### config.mk
export PLATFORM = sky130hd
export DESIGN_NAME = port_range_allocator
export DESIGN_NICKNAME = d
export VERILOG_FILES = /design/src/pra_pkg.sv /design/src/pra_bitmap_mem.sv /design/src/pra_out_reg.sv /design/src/port_range_allocator.sv
export VERILOG_INCLUDE_DIRS = /design/src /design/src/src
export SDC_FILE = /design/constraint.sdc
export NUM_CORES = 2
export LEC_CHECK = 0
export BUFFER_PORTS_ARGS = -buffer_cell sky130_fd_sc_hd__buf_2
export CAP_MARGIN = 40
export CORE_ASPECT_RATIO = 0.8
export CORE_MARGIN = 4
export CORE_UTILIZATION = 45
export CTS_CLUSTER_SIZE = 14
export DETAILED_ROUTE_END_ITERATION = 8
export GPL_ROUTABILITY_DRIVEN = 0
export GPL_TIMING_DRIVEN = 0
export HOLD_SLACK_MARGIN = 0.1
export PLACE_DENSITY = 0.69
export SLEW_MARGIN = 20
export SYNTH_ARGS = -nofsm -noshare
export SYNTH_HDL_FRONTEND = slang
export SYNTH_SLANG_ARGS = --single-unit
### constraint.sdc
create_clock -name clk -period 34.6 [get_ports clk]
set_clock_uncertainty 0.2 [all_clocks]
set_input_delay 0 -clock clk [delete_from_list [all_inputs] [get_ports clk]]
set_output_delay 0 -clock clk [all_outputs]
set_load 0.02 [all_outputs]
### src/port_range_allocator_assert.svh
// ---------------------------------------------------------------------------
// port range allocator assertion macros
// concurrent checks clocked on clk, disabled while rst_n is low
// ---------------------------------------------------------------------------
`ifndef PORT_RANGE_ALLOCATOR_ASSERT_SVH
`define PORT_RANGE_ALLOCATOR_ASSERT_SVH
`ifndef SYNTH
`define PRA_ASSERT_IMP(lbl, ante, cons, msg) \
  lbl: assert property (@(posedge clk) disable iff (!rst_n) (ante) |-> (cons)) \
    else $error(msg);
`define PRA_ASSERT_NXT(lbl, ante, cons, msg) \
  lbl: assert property (@(posedge clk) disable iff (!rst_n) (ante) |=> (cons)) \
    else $error(msg);
`else
`define PRA_ASSERT_IMP(lbl, ante, cons, msg)
`define PRA_ASSERT_NXT(lbl, ante, cons, msg)
`endif
`endif

### src/pra_pkg.sv
// ---------------------------------------------------------------------------
// pra_pkg
// shared widths, constants, operation codes and result type
// ---------------------------------------------------------------------------
package pra_pkg;

  localparam int PORT_SLOTS_DEF  = 1024;
  localparam int MAX_REQUEST_DEF = 16;

  localparam int PORT_W     = 16;
  localparam int SLOT_W     = 4;
  localparam int OP_W       = 2;
  localparam int REQ_W      = 5;
  localparam int CNT_CFG_W  = 11;
  localparam int CFG_IDX_W  = 1;
  localparam int CFG_DATA_W = 16;

  localparam logic [PORT_W-1:0]    DEFAULT_START = 16'd16000;
  localparam logic [CNT_CFG_W-1:0] DEFAULT_COUNT = 11'd1000;

  localparam logic [OP_W-1:0] OP_SCATTER = 2'd0;
  localparam logic [OP_W-1:0] OP_CONTIG  = 2'd1;
  localparam logic [OP_W-1:0] OP_FREE    = 2'd2;
  localparam logic [OP_W-1:0] OP_UNUSED  = 2'd3;

  localparam logic [CFG_IDX_W-1:0] REG_START = 1'd0;
  localparam logic [CFG_IDX_W-1:0] REG_COUNT = 1'd1;

  typedef struct packed {
    logic [PORT_W-1:0] port;
    logic [SLOT_W-1:0] slot;
    logic              success;
    logic              last;
  } result_t;

endpackage

### src/pra_bitmap_mem.sv
// ---------------------------------------------------------------------------
// pra_bitmap_mem
// one taken bit per port, one write and one registered read per cycle
// ---------------------------------------------------------------------------
module pra_bitmap_mem #(
  parameter int DEPTH = pra_pkg::PORT_SLOTS_DEF
) (
  input  logic                     clk,
  input  logic                     we,
  input  logic [$clog2(DEPTH)-1:0] waddr,
  input  logic                     wdata,
  input  logic [$clog2(DEPTH)-1:0] raddr,
  output logic                     rdata
);

  logic mem [DEPTH];
  logic rdata_r;

  always_ff @(posedge clk) begin
    if (we) begin
      mem[waddr] <= wdata;
    end
    rdata_r <= mem[raddr];
  end

  assign rdata = rdata_r;

endmodule

### src/pra_out_reg.sv
// ---------------------------------------------------------------------------
// pra_out_reg
// result register between the sequencer and the output channel
// ---------------------------------------------------------------------------
module pra_out_reg (
  input  logic                          clk,
  input  logic                          rst_n,
  input  logic                          res_valid,
  input  pra_pkg::result_t              res_data,
  output logic                          res_ready,
  output logic                          out_valid,
  input  logic                          out_ready,
  output logic [pra_pkg::PORT_W-1:0]    out_granted_port,
  output logic [pra_pkg::SLOT_W-1:0]    out_slot_index,
  output logic                          out_success,
  output logic                          out_last
);
  import pra_pkg::*;

  logic    out_valid_r;
  logic    out_valid_nxt;
  result_t data_r;

  // take a new item when empty or when the held one leaves this cycle
  assign res_ready = !out_valid_r || out_ready;

  always_comb begin
    out_valid_nxt = out_valid_r;
    if (res_ready) begin
      out_valid_nxt = res_valid;
    end
  end

  always_ff @(posedge clk) begin
    if (!rst_n) begin
      out_valid_r <= 1'b0;
    end else begin
      out_valid_r <= out_valid_nxt;
    end
  end

  always_ff @(posedge clk) begin
    if (res_valid && res_ready) begin
      data_r <= res_data;
    end
  end

  assign out_valid        = out_valid_r;
  assign out_granted_port = data_r.port;
  assign out_slot_index   = data_r.slot;
  assign out_success      = data_r.success;
  assign out_last         = data_r.last;

endmodule

### src/port_range_allocator.sv
// ---------------------------------------------------------------------------
// port_range_allocator
// first-fit port allocator over a configured port range
// ---------------------------------------------------------------------------
// The taken bits live in a single-port-per-direction memory of PORT_SLOTS
// bits, scanned one port per cycle. After reset and after every write of
// start_port or port_count the block runs a clearing pass over all
// PORT_SLOTS bits with in_ready low. A free item (and an unused operation or
// a bad request_count) is answered with a single status result. A
// scattered or contiguous allocation scans from the bottom of the range
// until it has enough ports, at one memory read per cycle with the read data
// registered, then delivers one result per cycle while the output register
// takes them. The scan through the memory read port is the long part of an
// allocation. One item is worked on at a time; the next is accepted while
// the last result still waits in the output register.
// ---------------------------------------------------------------------------
`include "port_range_allocator_assert.svh"

module port_range_allocator #(
  parameter int PORT_SLOTS  = pra_pkg::PORT_SLOTS_DEF,
  parameter int MAX_REQUEST = pra_pkg::MAX_REQUEST_DEF
) (
  input  logic                            clk,
  input  logic                            rst_n,
  // configuration write port
  input  logic                            cfg_we,
  input  logic [pra_pkg::CFG_IDX_W-1:0]   cfg_index,
  input  logic [pra_pkg::CFG_DATA_W-1:0]  cfg_wdata,
  // request channel
  input  logic                            in_valid,
  output logic                            in_ready,
  input  logic [pra_pkg::OP_W-1:0]        in_operation,
  input  logic [pra_pkg::REQ_W-1:0]       in_request_count,
  input  logic [pra_pkg::PORT_W-1:0]      in_port_number,
  // result channel
  output logic                            out_valid,
  input  logic                            out_ready,
  output logic [pra_pkg::PORT_W-1:0]      out_granted_port,
  output logic [pra_pkg::SLOT_W-1:0]      out_slot_index,
  output logic                            out_success,
  output logic                            out_last
);
  import pra_pkg::*;

  localparam int AW    = $clog2(PORT_SLOTS);
  localparam int CNT_W = $clog2(PORT_SLOTS + 1);
  localparam int KW    = $clog2(MAX_REQUEST + 1);
  localparam int FW    = (MAX_REQUEST > 1) ? $clog2(MAX_REQUEST) : 1;

  // sequencer states
  localparam logic [2:0] ST_CLEAR  = 3'd0;  // zeroing sweep of the bitmap
  localparam logic [2:0] ST_IDLE   = 3'd1;  // waiting for an item
  localparam logic [2:0] ST_SCAN_S = 3'd2;  // scattered scan
  localparam logic [2:0] ST_SCAN_C = 3'd3;  // contiguous run search
  localparam logic [2:0] ST_EMIT   = 3'd4;  // one result per granted port
  localparam logic [2:0] ST_SINGLE = 3'd5;  // lone status result

  logic [2:0]            state_r, state_nxt;
  logic [PORT_W-1:0]     start_r;
  logic [CNT_CFG_W-1:0]  count_r;

  // effective range, re-registered every cycle from the range registers
  logic [PORT_W-1:0]     eff_base, eff_base_r;
  logic [CNT_W-1:0]      eff_cnt, eff_cnt_r;

  logic [REQ_W-1:0]      n_r, n_nxt;
  logic [CNT_W-1:0]      clr_idx_r, clr_idx_nxt;
  logic [CNT_W-1:0]      issue_idx_r, issue_idx_nxt;
  logic                  pend_valid_r, pend_valid_nxt;
  logic [AW-1:0]         pend_idx_r, pend_idx_nxt;
  logic [KW-1:0]         k_r, k_nxt;
  logic [REQ_W-1:0]      run_r, run_nxt;
  logic [CNT_W-1:0]      s_r, s_nxt;
  logic [KW-1:0]         emit_idx_r, emit_idx_nxt;
  logic [KW-1:0]         emit_tot_r, emit_tot_nxt;
  logic                  emit_contig_r, emit_contig_nxt;
  logic                  single_ok_r, single_ok_nxt;

  // ports found by a scattered scan, lowest first
  logic [PORT_W-1:0]     found_r [MAX_REQUEST];
  logic                  found_we;
  logic [FW-1:0]         found_widx;
  logic [PORT_W-1:0]     found_wdata;

  // bitmap memory port
  logic                  mem_we;
  logic [AW-1:0]         mem_waddr;
  logic                  mem_wdata;
  logic [AW-1:0]         mem_raddr;
  logic                  mem_rdata;

  // result handoff to the output register
  logic                  res_valid;
  logic                  res_ready;
  result_t               res_data;

  // free range check
  logic [PORT_W:0]       free_off;
  logic                  free_in_range;
  logic                  req_bad;

  // ------------------------------------------------------------------
  // effective base and count; count 0 selects the default range, then
  // the count is capped to the bitmap and to the top of the port space
  // ------------------------------------------------------------------
  always_comb begin
    logic [PORT_W:0] cnt_w;
    logic [PORT_W:0] lim_w;
    eff_base = (count_r == '0) ? DEFAULT_START : start_r;
    cnt_w    = (count_r == '0) ? (PORT_W+1)'(DEFAULT_COUNT) : (PORT_W+1)'(count_r);
    if (cnt_w > (PORT_W+1)'(PORT_SLOTS)) begin
      cnt_w = (PORT_W+1)'(PORT_SLOTS);
    end
    lim_w = (PORT_W+1)'(17'h10000) - {1'b0, eff_base};
    if (cnt_w > lim_w) begin
      cnt_w = lim_w;
    end
    eff_cnt = cnt_w[CNT_W-1:0];
  end

  always_ff @(posedge clk) begin
    eff_base_r <= eff_base;
    eff_cnt_r  <= eff_cnt;
  end

  assign free_off      = {1'b0, in_port_number} - {1'b0, eff_base_r};
  assign free_in_range = (in_port_number >= eff_base_r) &&
                         (free_off < (PORT_W+1)'(eff_cnt_r));
  assign req_bad       = (in_request_count == '0) ||
                         (int'(in_request_count) > MAX_REQUEST);

  assign in_ready  = (state_r == ST_IDLE);
  assign mem_raddr = issue_idx_r[AW-1:0];

  // ------------------------------------------------------------------
  // sequencer
  // ------------------------------------------------------------------
  always_comb begin
    logic            hit;
    logic [KW-1:0]   k_inc;
    logic [REQ_W-1:0] run_inc;
    logic            exhausted;
    logic            can_issue;
    logic [KW-1:0]   j;
    logic [7:0]      slot_w;
    logic [PORT_W:0] cport_w;
    logic [CNT_W:0]  caddr_w;
    logic [PORT_W:0] s_w;
    logic [PORT_W:0] fport_w;

    state_nxt       = state_r;
    n_nxt           = n_r;
    clr_idx_nxt     = clr_idx_r;
    issue_idx_nxt   = issue_idx_r;
    pend_valid_nxt  = pend_valid_r;
    pend_idx_nxt    = pend_idx_r;
    k_nxt           = k_r;
    run_nxt         = run_r;
    s_nxt           = s_r;
    emit_idx_nxt    = emit_idx_r;
    emit_tot_nxt    = emit_tot_r;
    emit_contig_nxt = emit_contig_r;
    single_ok_nxt   = single_ok_r;

    found_we    = 1'b0;
    found_widx  = k_r[FW-1:0];
    fport_w     = {1'b0, eff_base_r} + (PORT_W+1)'(pend_idx_r);
    found_wdata = fport_w[PORT_W-1:0];

    mem_we    = 1'b0;
    mem_waddr = '0;
    mem_wdata = 1'b0;

    res_valid = 1'b0;
    res_data  = '0;

    hit       = pend_valid_r && !mem_rdata;
    k_inc     = k_r + 1'b1;
    run_inc   = run_r + 1'b1;
    exhausted = !pend_valid_r && (issue_idx_r >= eff_cnt_r);
    can_issue = issue_idx_r < eff_cnt_r;

    j       = emit_tot_r - 1'b1 - emit_idx_r;
    slot_w  = 8'(n_r) - 8'd1 - 8'(j);
    cport_w = {1'b0, eff_base_r} + (PORT_W+1)'(s_r) + (PORT_W+1)'(emit_idx_r);
    caddr_w = (CNT_W+1)'(s_r) + (CNT_W+1)'(emit_idx_r);
    s_w     = (PORT_W+1)'(pend_idx_r) + (PORT_W+1)'(1) - (PORT_W+1)'(n_r);

    unique case (state_r)
      ST_CLEAR: begin
        mem_we    = 1'b1;
        mem_waddr = clr_idx_r[AW-1:0];
        mem_wdata = 1'b0;
        if (clr_idx_r == CNT_W'(PORT_SLOTS - 1)) begin
          state_nxt = ST_IDLE;
        end else begin
          clr_idx_nxt = clr_idx_r + 1'b1;
        end
      end

      ST_IDLE: begin
        if (in_valid) begin
          n_nxt          = in_request_count;
          k_nxt          = '0;
          run_nxt        = '0;
          issue_idx_nxt  = '0;
          pend_valid_nxt = 1'b0;
          emit_idx_nxt   = '0;
          priority if (in_operation == OP_FREE) begin
            // release one port; outside the range nothing changes
            if (free_in_range) begin
              mem_we    = 1'b1;
              mem_waddr = free_off[AW-1:0];
              mem_wdata = 1'b0;
            end
            single_ok_nxt = free_in_range;
            state_nxt     = ST_SINGLE;
          end else if (in_operation == OP_UNUSED || req_bad) begin
            single_ok_nxt = 1'b0;
            state_nxt     = ST_SINGLE;
          end else if (in_operation == OP_SCATTER) begin
            state_nxt = ST_SCAN_S;
          end else begin
            state_nxt = ST_SCAN_C;
          end
        end
      end

      ST_SCAN_S: begin
        if (hit) begin
          // claim the free port right away
          mem_we    = 1'b1;
          mem_waddr = pend_idx_r;
          mem_wdata = 1'b1;
          found_we  = 1'b1;
          k_nxt     = k_inc;
        end
        if (hit && (k_inc == KW'(n_r))) begin
          state_nxt       = ST_EMIT;
          emit_tot_nxt    = k_inc;
          emit_contig_nxt = 1'b0;
          pend_valid_nxt  = 1'b0;
        end else if (exhausted) begin
          // shortfall: whatever was found stays taken
          if (k_r == '0) begin
            single_ok_nxt = 1'b0;
            state_nxt     = ST_SINGLE;
          end else begin
            state_nxt       = ST_EMIT;
            emit_tot_nxt    = k_r;
            emit_contig_nxt = 1'b0;
          end
        end else begin
          pend_valid_nxt = can_issue;
          pend_idx_nxt   = issue_idx_r[AW-1:0];
          if (can_issue) begin
            issue_idx_nxt = issue_idx_r + 1'b1;
          end
        end
      end

      ST_SCAN_C: begin
        if (pend_valid_r) begin
          run_nxt = mem_rdata ? '0 : run_inc;
        end
        if (hit && (run_inc >= n_r)) begin
          // run ends at the port just read; bits are set while emitting
          s_nxt           = s_w[CNT_W-1:0];
          state_nxt       = ST_EMIT;
          emit_tot_nxt    = KW'(n_r);
          emit_contig_nxt = 1'b1;
          pend_valid_nxt  = 1'b0;
        end else if (exhausted) begin
          single_ok_nxt = 1'b0;
          state_nxt     = ST_SINGLE;
        end else begin
          pend_valid_nxt = can_issue;
          pend_idx_nxt   = issue_idx_r[AW-1:0];
          if (can_issue) begin
            issue_idx_nxt = issue_idx_r + 1'b1;
          end
        end
      end

      ST_EMIT: begin
        res_valid = 1'b1;
        if (emit_contig_r) begin
          res_data.port    = cport_w[PORT_W-1:0];
          res_data.slot    = SLOT_W'(emit_idx_r);
          res_data.success = 1'b1;
        end else begin
          // highest found port first, it holds the lowest slot
          res_data.port    = found_r[j[FW-1:0]];
          res_data.slot    = slot_w[SLOT_W-1:0];
          res_data.success = (emit_tot_r == KW'(n_r));
        end
        res_data.last = (emit_idx_r == emit_tot_r - 1'b1);
        if (res_ready) begin
          if (emit_contig_r) begin
            mem_we    = 1'b1;
            mem_waddr = caddr_w[AW-1:0];
            mem_wdata = 1'b1;
          end
          emit_idx_nxt = emit_idx_r + 1'b1;
          if (res_data.last) begin
            state_nxt = ST_IDLE;
          end
        end
      end

      ST_SINGLE: begin
        res_valid        = 1'b1;
        res_data.success = single_ok_r;
        res_data.last    = 1'b1;
        if (res_ready) begin
          state_nxt = ST_IDLE;
        end
      end

      default: begin
        state_nxt   = ST_CLEAR;
        clr_idx_nxt = '0;
      end
    endcase

    // a range write wipes the bitmap and restarts the sweep
    if (cfg_we) begin
      state_nxt      = ST_CLEAR;
      clr_idx_nxt    = '0;
      pend_valid_nxt = 1'b0;
    end
  end

  // control registers
  always_ff @(posedge clk) begin
    if (!rst_n) begin
      state_r      <= ST_CLEAR;
      clr_idx_r    <= '0;
      pend_valid_r <= 1'b0;
      start_r      <= DEFAULT_START;
      count_r      <= DEFAULT_COUNT;
    end else begin
      state_r      <= state_nxt;
      clr_idx_r    <= clr_idx_nxt;
      pend_valid_r <= pend_valid_nxt;
      if (cfg_we) begin
        unique case (cfg_index)
          REG_START: start_r <= cfg_wdata;
          REG_COUNT: count_r <= cfg_wdata[CNT_CFG_W-1:0];
          default:   start_r <= start_r;
        endcase
      end
    end
  end

  // working registers
  always_ff @(posedge clk) begin
    n_r           <= n_nxt;
    issue_idx_r   <= issue_idx_nxt;
    pend_idx_r    <= pend_idx_nxt;
    k_r           <= k_nxt;
    run_r         <= run_nxt;
    s_r           <= s_nxt;
    emit_idx_r    <= emit_idx_nxt;
    emit_tot_r    <= emit_tot_nxt;
    emit_contig_r <= emit_contig_nxt;
    single_ok_r   <= single_ok_nxt;
    if (found_we) begin
      found_r[found_widx] <= found_wdata;
    end
  end

  pra_bitmap_mem #(
    .DEPTH (PORT_SLOTS)
  ) u_bitmap (
    .clk   (clk),
    .we    (mem_we),
    .waddr (mem_waddr),
    .wdata (mem_wdata),
    .raddr (mem_raddr),
    .rdata (mem_rdata)
  );

  pra_out_reg u_out (
    .clk              (clk),
    .rst_n            (rst_n),
    .res_valid        (res_valid),
    .res_data         (res_data),
    .res_ready        (res_ready),
    .out_valid        (out_valid),
    .out_ready        (out_ready),
    .out_granted_port (out_granted_port),
    .out_slot_index   (out_slot_index),
    .out_success      (out_success),
    .out_last         (out_last)
  );

  // ------------------------------------------------------------------
  // checks
  // ------------------------------------------------------------------
  `PRA_ASSERT_IMP(a_scan_below_request, state_r == ST_SCAN_S, k_r < KW'(n_r), "scan overran")
  `PRA_ASSERT_IMP(a_pend_in_range, pend_valid_r, CNT_W'(pend_idx_r) < eff_cnt_r, "bad read")
  `PRA_ASSERT_IMP(a_emit_in_bounds, state_r == ST_EMIT, emit_idx_r < emit_tot_r, "emit overran")
  `PRA_ASSERT_NXT(a_last_to_idle, res_ready && res_data.last, state_r == ST_IDLE, "missed idle")

endmodule

# [After elaboration in Yosys (flattened, before gate mapping)]
# Memories as Yosys holds them, arrays and structs flattened. A register that Yosys moved wholly into a read port is not among the register bits.
# Cells that the tools add are included.
[word_totals] n_memories=2 output_inout_bits=24 mem_bits_rw=1280 regBits=151
[memory_table] name="u_bitmap.mem" words=1024 width=1 read_ports=1 rd_clocked_by_memory_dff=1 wr=1 line_no="pra_bitmap_mem.sv:16" text="logic mem [DEPTH];"
[memory_table] name="found_r" words=16 width=16 read_ports=1 rd_clocked_by_memory_dff=0 wr=1 line_no="port_range_allocator.sv:80" text="logic [PORT_W-1:0] found_r [MAX_REQUEST];"
[classes] addsub=17 mux=85 bitwise_logic=3 magnitude_cmp=8 n_reduce_logical=39 eq_ne=29
[op_table] cell="2-to-1 mux 11 bit" n=9
[op_table] cell="2-to-1 mux 10 bit" n=9
[op_table] cell="2-to-1 mux 5 bit" n=9
[op_table] cell="one-hot mux 10 bit (4 select lines)" n=1
[op_table] cell="one-hot mux 5 bit (2 select lines)" n=4
[op_table] cell="2-to-1 mux 3 bit" n=11
[op_table] cell="one-hot mux 11 bit (3 select lines)" n=1
[op_table] cell="2-to-1 mux 1 bit" n=30
[op_table] cell="inequality test 2 bit (second input constant)" n=12
[op_table] cell="adder 11 x 1 -> 11 bit (second input constant)" n=2
[op_table] cell="one-hot mux 11 bit (2 select lines)" n=1
[op_table] cell="2-to-1 mux 21 bit" n=1
[op_table] cell="one-hot mux 10 bit (2 select lines)" n=1
[op_table] cell="one-hot mux 3 bit (6 select lines)" n=1
[op_table] cell="greater-than comparator 11 x 17 -> 1 bit" n=1
[op_table] cell="< comparator 17 x 11 -> 1 bit" n=1
[op_table] cell="subtractor 16 x 16 -> 17 bit" n=1
[op_table] cell="subtractor 17 x 16 -> 17 bit (first input constant)" n=1
[op_table] cell="adder 16 x 10 -> 16 bit" n=1
[op_table] cell="adder 16 x 11 -> 16 bit" n=1
[op_table] cell="adder 16 x 5 -> 16 bit" n=1
[op_table] cell=">= comparator 16 bit" n=1
[op_table] cell="2-to-1 mux 16 bit" n=1
[op_table] cell="adder 5 x 1 -> 5 bit (second input constant)" n=3
[op_table] cell="41 further kinds" n=77

# [Longest topological paths before layout]
[depth] word_depth=9 mapped_depth=25

# [By module]
# A second synthesis with hierarchy kept.
[unflattened] cells_unflattened=4650 area_unflattened_um2=64979.8
[by_module_without_submodules] mod="pra_bitmap_mem" area_per_inst_um2=44656.6 seq_area_each_um2=30769.5 n_inst=1 cells_each=3112
[by_module_without_submodules] mod="port_range_allocator" area_per_inst_um2=19605.1 seq_area_each_um2=10840.4 n_inst=1 cells_each=1511
[by_module_without_submodules] mod="pra_out_reg" area_per_inst_um2=718.2 seq_area_each_um2=680.7 n_inst=1 cells_each=27

# [Worst setup path before layout]
# No wires, ideal clock.
[synth_timing] path_kind="register to register" startpoint="register state_r[2]" endpoint="memory u_bitmap.mem[0] (data pin)" path_slack_ns=18.611 n_path_buf=2 setup_time_ns=2.686 arrival_time_ns=13.103 path_stages_with_launch=6 cell_sequence="dfxtp_1 > clkbuf_1 > nand2b_1 > buf_2 > or3_1 > nand2_1"
[synth_via] elab_chain_cells=2 word_cells_on_any_way=3 cone_classes="eq/ne (2); mux (1)"
[synth_rtl] element="start: declaration" line_no="port_range_allocator.sv:58" text="logic [2:0] state_r, state_nxt;"
[synth_rtl] element="start signal: assignment" line_no="port_range_allocator.sv:343" text="state_r <= state_nxt;"
[synth_rtl] element="equality test 3 bit or equality test 3 x 2 -> 1 bit (tied branches)" line_no="port_range_allocator.sv:189" text="unique case (state_r)"
[synth_rtl] element="one-hot mux 1 bit (2 select lines) *" line_no="port_range_allocator.sv:189"
[synth_rtl] element="via mem_wdata" line_no="port_range_allocator.sv:88" text="logic mem_wdata;"
[synth_rtl] element="end: declaration" line_no="pra_bitmap_mem.sv:16"
# Mark *: on every way through the listed nets, which the timed path passes. The rest lies on a longest branch.

# [Worst setup path in the final report]
[layout_timing] startpoint="register eff_base_r[1]" endpoint="memory u_bitmap.mem[372], enable pin"
[layout_via] elab_chain_cells=9 word_cells_on_any_way=14 cone_classes="add/sub (1); order compare (2); mux (10); reduce/logical (1)"
[layout_rtl] element="start: declaration" line_no="port_range_allocator.sv:63" text="logic [PORT_W-1:0] eff_base, eff_base_r;"
[layout_rtl] element="start signal: assignment" line_no="port_range_allocator.sv:122" text="eff_base_r <= eff_base;"
[layout_rtl] element="subtractor 16 x 16 -> 17 bit" line_no="port_range_allocator.sv:126" text="assign free_off = {1'b0, in_port_number} - {1'b0, eff_base_r};"
[layout_rtl] element="< comparator 17 x 11 -> 1 bit" line_no="port_range_allocator.sv:128" text="(free_off < (PORT_W+1)'(eff_cnt_r));"
[layout_rtl] element="logical AND 1 bit" line_no="port_range_allocator.sv:127" text="assign free_in_range = (in_port_number >= eff_base_r) &&"
[layout_rtl] element="2-to-1 mux 1 bit" line_no="port_range_allocator.sv:211" text="if (free_in_range) begin"
[layout_rtl] element="2-to-1 mux 1 bit" line_no="port_range_allocator.sv:209" text="priority if (in_operation == OP_FREE) begin"
[layout_rtl] element="2-to-1 mux 1 bit" line_no="port_range_allocator.sv:202" text="if (in_valid) begin"
[layout_rtl] element="one-hot mux 1 bit (4 select lines)" line_no="port_range_allocator.sv:189"
[layout_rtl] element="2-to-1 mux 1 bit" line_no="pra_bitmap_mem.sv:20" text="if (we) begin"
[layout_rtl] element="2-to-1 mux 1 bit (implied by the code)" line_no="pra_bitmap_mem.sv:21" text="mem[waddr] <= wdata;"
# Several ways; a longest one is shown, not always the timed one.

==> flow_metrics.tcl <==
set metrics [dict create \
    syn_area_um2 64500 \
    p_int_w 0.00273 \
    syn-num-nets 4680 \
    critical_path_class "flip-flop to flip-flop" \
    pre_cts_slack_ns 27.90 \
    start_kind "flip-flop" \
    critPathMaxFanout 10 \
    cts_hold_buf 81 \
    whs_ns 0.183 \
    fin_tns_setup_ns 0 \
    die_area_um2 149000 \
    rsz0062_at_grt "false" \
    dp_cells 6523 \
    via_count 43300 \
    drt_iter0_drc 7650 \
    synth.most_common_cell "edfxtp_1" \
    crit_top_cell "a21oi_1" \
    grt_pass1_wl_mm 291 \
    dieWidth_um 431 \
    postSynthAreaPerCell_um2 14.3 \
    ys_seq_area_frac 0.656 \
    antenna_found_initial 4 \
    arrival_ns 7.23 \
    cts.repair.resized 0 \
    timing.critical_path.to_type "flip-flop" \
    dp_hpwl_mm 141 \
    synth_commonest_cells "1361 x edfxtp_1, 1161 x nor2_1, 354 x mux4_2, 266 x clkbuf_1, 142 x nand2_1" \
    switching_share 0.219 \
    required_ns 34.89 \
    clk_pin_slew_worst_paths_ns 0.06 \
    vias_per_cell 6.31 \
    relSlewSlack 0.306 \
    finalSetupViolations 0 \
    outcome "completed" \
    seq_power_share 0.540 \
    remaining_drc_errors 0 \
    rr_worst_depth 21 \
    synth_area_leaders "edfxtp_1 63%, mux4_2 12%, nor2_1 6.8%, ha_1 2.2%, dfxtp_1 2.2%" \
    timing.critical_path.from "eff_base_r[1]$_DFF_P_" \
    synthToLayoutAreaGrowth_pct 14.5 \
    cts_htree_levels 4 \
    worstSkewPairLatency_ns 0.81 \
    fmax_mhz 144 \
    min_to "u_bitmap.mem[3]$_DFFE_PP_" \
    min-delay-start "in_port_number[1]" \
    yosys_warnings 0 \
    r2r-end "u_bitmap.mem[372]$_DFFE_PP_" \
    p_switching_w 0.000767 \
    p_per_area_nw_per_um2 47.4 \
    p_leak_nw 20.6 \
    fin_nets 5056 \
    max_cap_viol_count 0 \
    ff_latch_area_um2 42300 \
    num_rows 123 \
    multi_input_area_um2 20600 \
    overflow 0 \
    fin_crit_ns 6.94 \
    yosysTopAreaCell "edfxtp_1" \
    p_comb_frac 0.033 \
    die_h_um 347 \
    detail-route-antenna-nets 0 \
    ir_worst_vdd_mv 0.0529 \
    cts.sinks 1432 \
    dr.pass1.iters 9 \
    rrSetupSlack_ns 27.66 \
    grt_max_degree 94 \
    synth.top_cell.area_share 0.634 \
    crit_chain "inv_1, ha_1, nor2b_1, o31ai_1, a21oi_1, o21a_1, or3_1, nand2_1, inv_1, ha_1, a21oi_1, a21oi_1, o21ai_0, o2111a_1, o21a_1, buf_2, nand4_1, a211oi_1, nand3_1, clkbuf_1, nor2_1" \
    fp.coreArea_um2 141000 \
    async_reset_ff_frac 0 \
    final_cells 6865 \
    min_path_type "input pin to flip-flop" \
    cts_tree "yes" \
    portBuffers 67 \
    clockRootBuffer "clkbuf_16" \
    ys_ff_latch 1432 \
    totalWireLength_mm 206 \
    reg2reg_from "eff_base_r[1]$_DFF_P_" \
    synth_edf_count 1361 \
    cp_slowest_stage_delay_ns 0.87 \
    ioPinCount 69 \
    p_clk_frac 0.426 \
    cp_slowest_cell "a211oi_1" \
    max-clock-path-buffers 3 \
    routedWlPerCell_um 30.0 \
    cts_made_buffers 138 \
    grt_usage 0.272 \
    drv_slew 0 \
    floorplan.initialDensity 0.456 \
    worst_pin_slew_ns 1.04 \
    n_fill_cell 11500 \
    layout_setup_ws_ns 27.66 \
    cts_setup_buffers 0 \
    hold_depth 8 \
    synthCells 4508 \
    final.period_utilization 0.200 \
    hold_viol 0 \
    first_global_vias 41200 \
    synthFlopType "edfxtp_1" \
    drive_gt1_frac 0.168 \
    ys_types 85 \
]
-- stage by stage --
stage | total power (W) | cell area, µm² | util
2_1_floorplan | 0.00199 | 64500 | -
3_3_place_gp | 0.00202 | 67200 | 0.475
3_5_place_dp | 0.00203 | 68500 | 0.484
4_1_cts | 0.00350 | 73600 | 0.521
5_1_grt | 0.00358 | 73800 | 0.522
6_report | 0.00350 | 73800 | 0.522
-- layout make-up --
cell class                 count  share of cell area
antenna                        3            0.000102
sequential                  1432               0.573
clock buffer                 170              0.0487
inverter                     115             0.00585
timing repair buffer         236              0.0319
clock inverter                73              0.0101
buffer                       346              0.0196
multi-input combinational   2615               0.279
tap                         1875              0.0318
-- state kept, by name, summed over array words and instances (netlist names), 11 cells and up --
signal and flops:
start_r 16, eff_cnt_r 11, found_r 256, s_r 11, u_bitmap.mem 1024, u_out.out_granted_port 16
issue_idx_r 11, clr_idx_r 11, count_r 11, eff_base_r 16
-- metal layers --
layer,routed length [µm],GRT usage,vias up
li1,-,-,17600
met2,85500,0.376,3361
met5,21,0,-
met4,9030,0.109,4
met3,33800,0.111,533
met1,77800,0.383,21900
-- kinds of logic after synthesis --
group / after synthesis / synth area share
AOI/OAI and AO/OA: 418 / 0.0446
xor gates and xnor gates: 101 / 0.0139
adders and majority gates: 127 / 0.0260
buffers and inverters: 461 / 0.0285
DFF: 1432 / 0.656
muxes: 394 / 0.130
and+or+nand+nor: 1575 / 0.101
-- power by group through the flow --
stage	clock [W]	combinational [W]	sequential, W
2_1_floorplan	0	0.0000609	0.00193
3_3_place_gp	0	0.0000929	0.00193
3_5_place_dp	0	0.000102	0.00193
4_1_cts	0.00150	0.000110	0.00189
5_1_grt	0.00157	0.000125	0.00189
6_report	0.00149	0.000117	0.00189
-- placed cells by master (no fill, tap or decap), types with 92 or more instances in the layout --
cell,n
edfxtp_1,1361
nor2_1,1146
mux4_2,354
clkbuf_1,266
nand2_1,141
clkbuf_16,139
buf_2,115
ha_1,115
inv_1,113
a21oi_1,92
-- worst max-delay path: cells and delay by family (launching register included) --
| family | cells | cell delay [ns] |
|---|---|---|
| compound gates | 9 | 2.47 |
| flops | 1 | 0.54 |
| simple gates | 6 | 1.80 |
| buf+inv | 4 | 1.02 |
| fa+ha+maj | 2 | 0.63 |
-- worst max-delay path by stage --
stage / endpoint / slack [ns] / depth (start not counted)
floorplan: u_bitmap.mem[0]$_DFFE_PP_ / 18.61 / 5
global placement: u_bitmap.mem[306]$_DFFE_PP_ / 10.08 / 5
detailed placement: u_bitmap.mem[944]$_DFFE_PP_ / 27.90 / 22
CTS: u_bitmap.mem[944]$_DFFE_PP_ / 27.88 / 22
global route: u_bitmap.mem[944]$_DFFE_PP_ / 27.41 / 22
finish: u_bitmap.mem[372]$_DFFE_PP_ / 27.66 / 21
(Power assumes the default switching activity.)
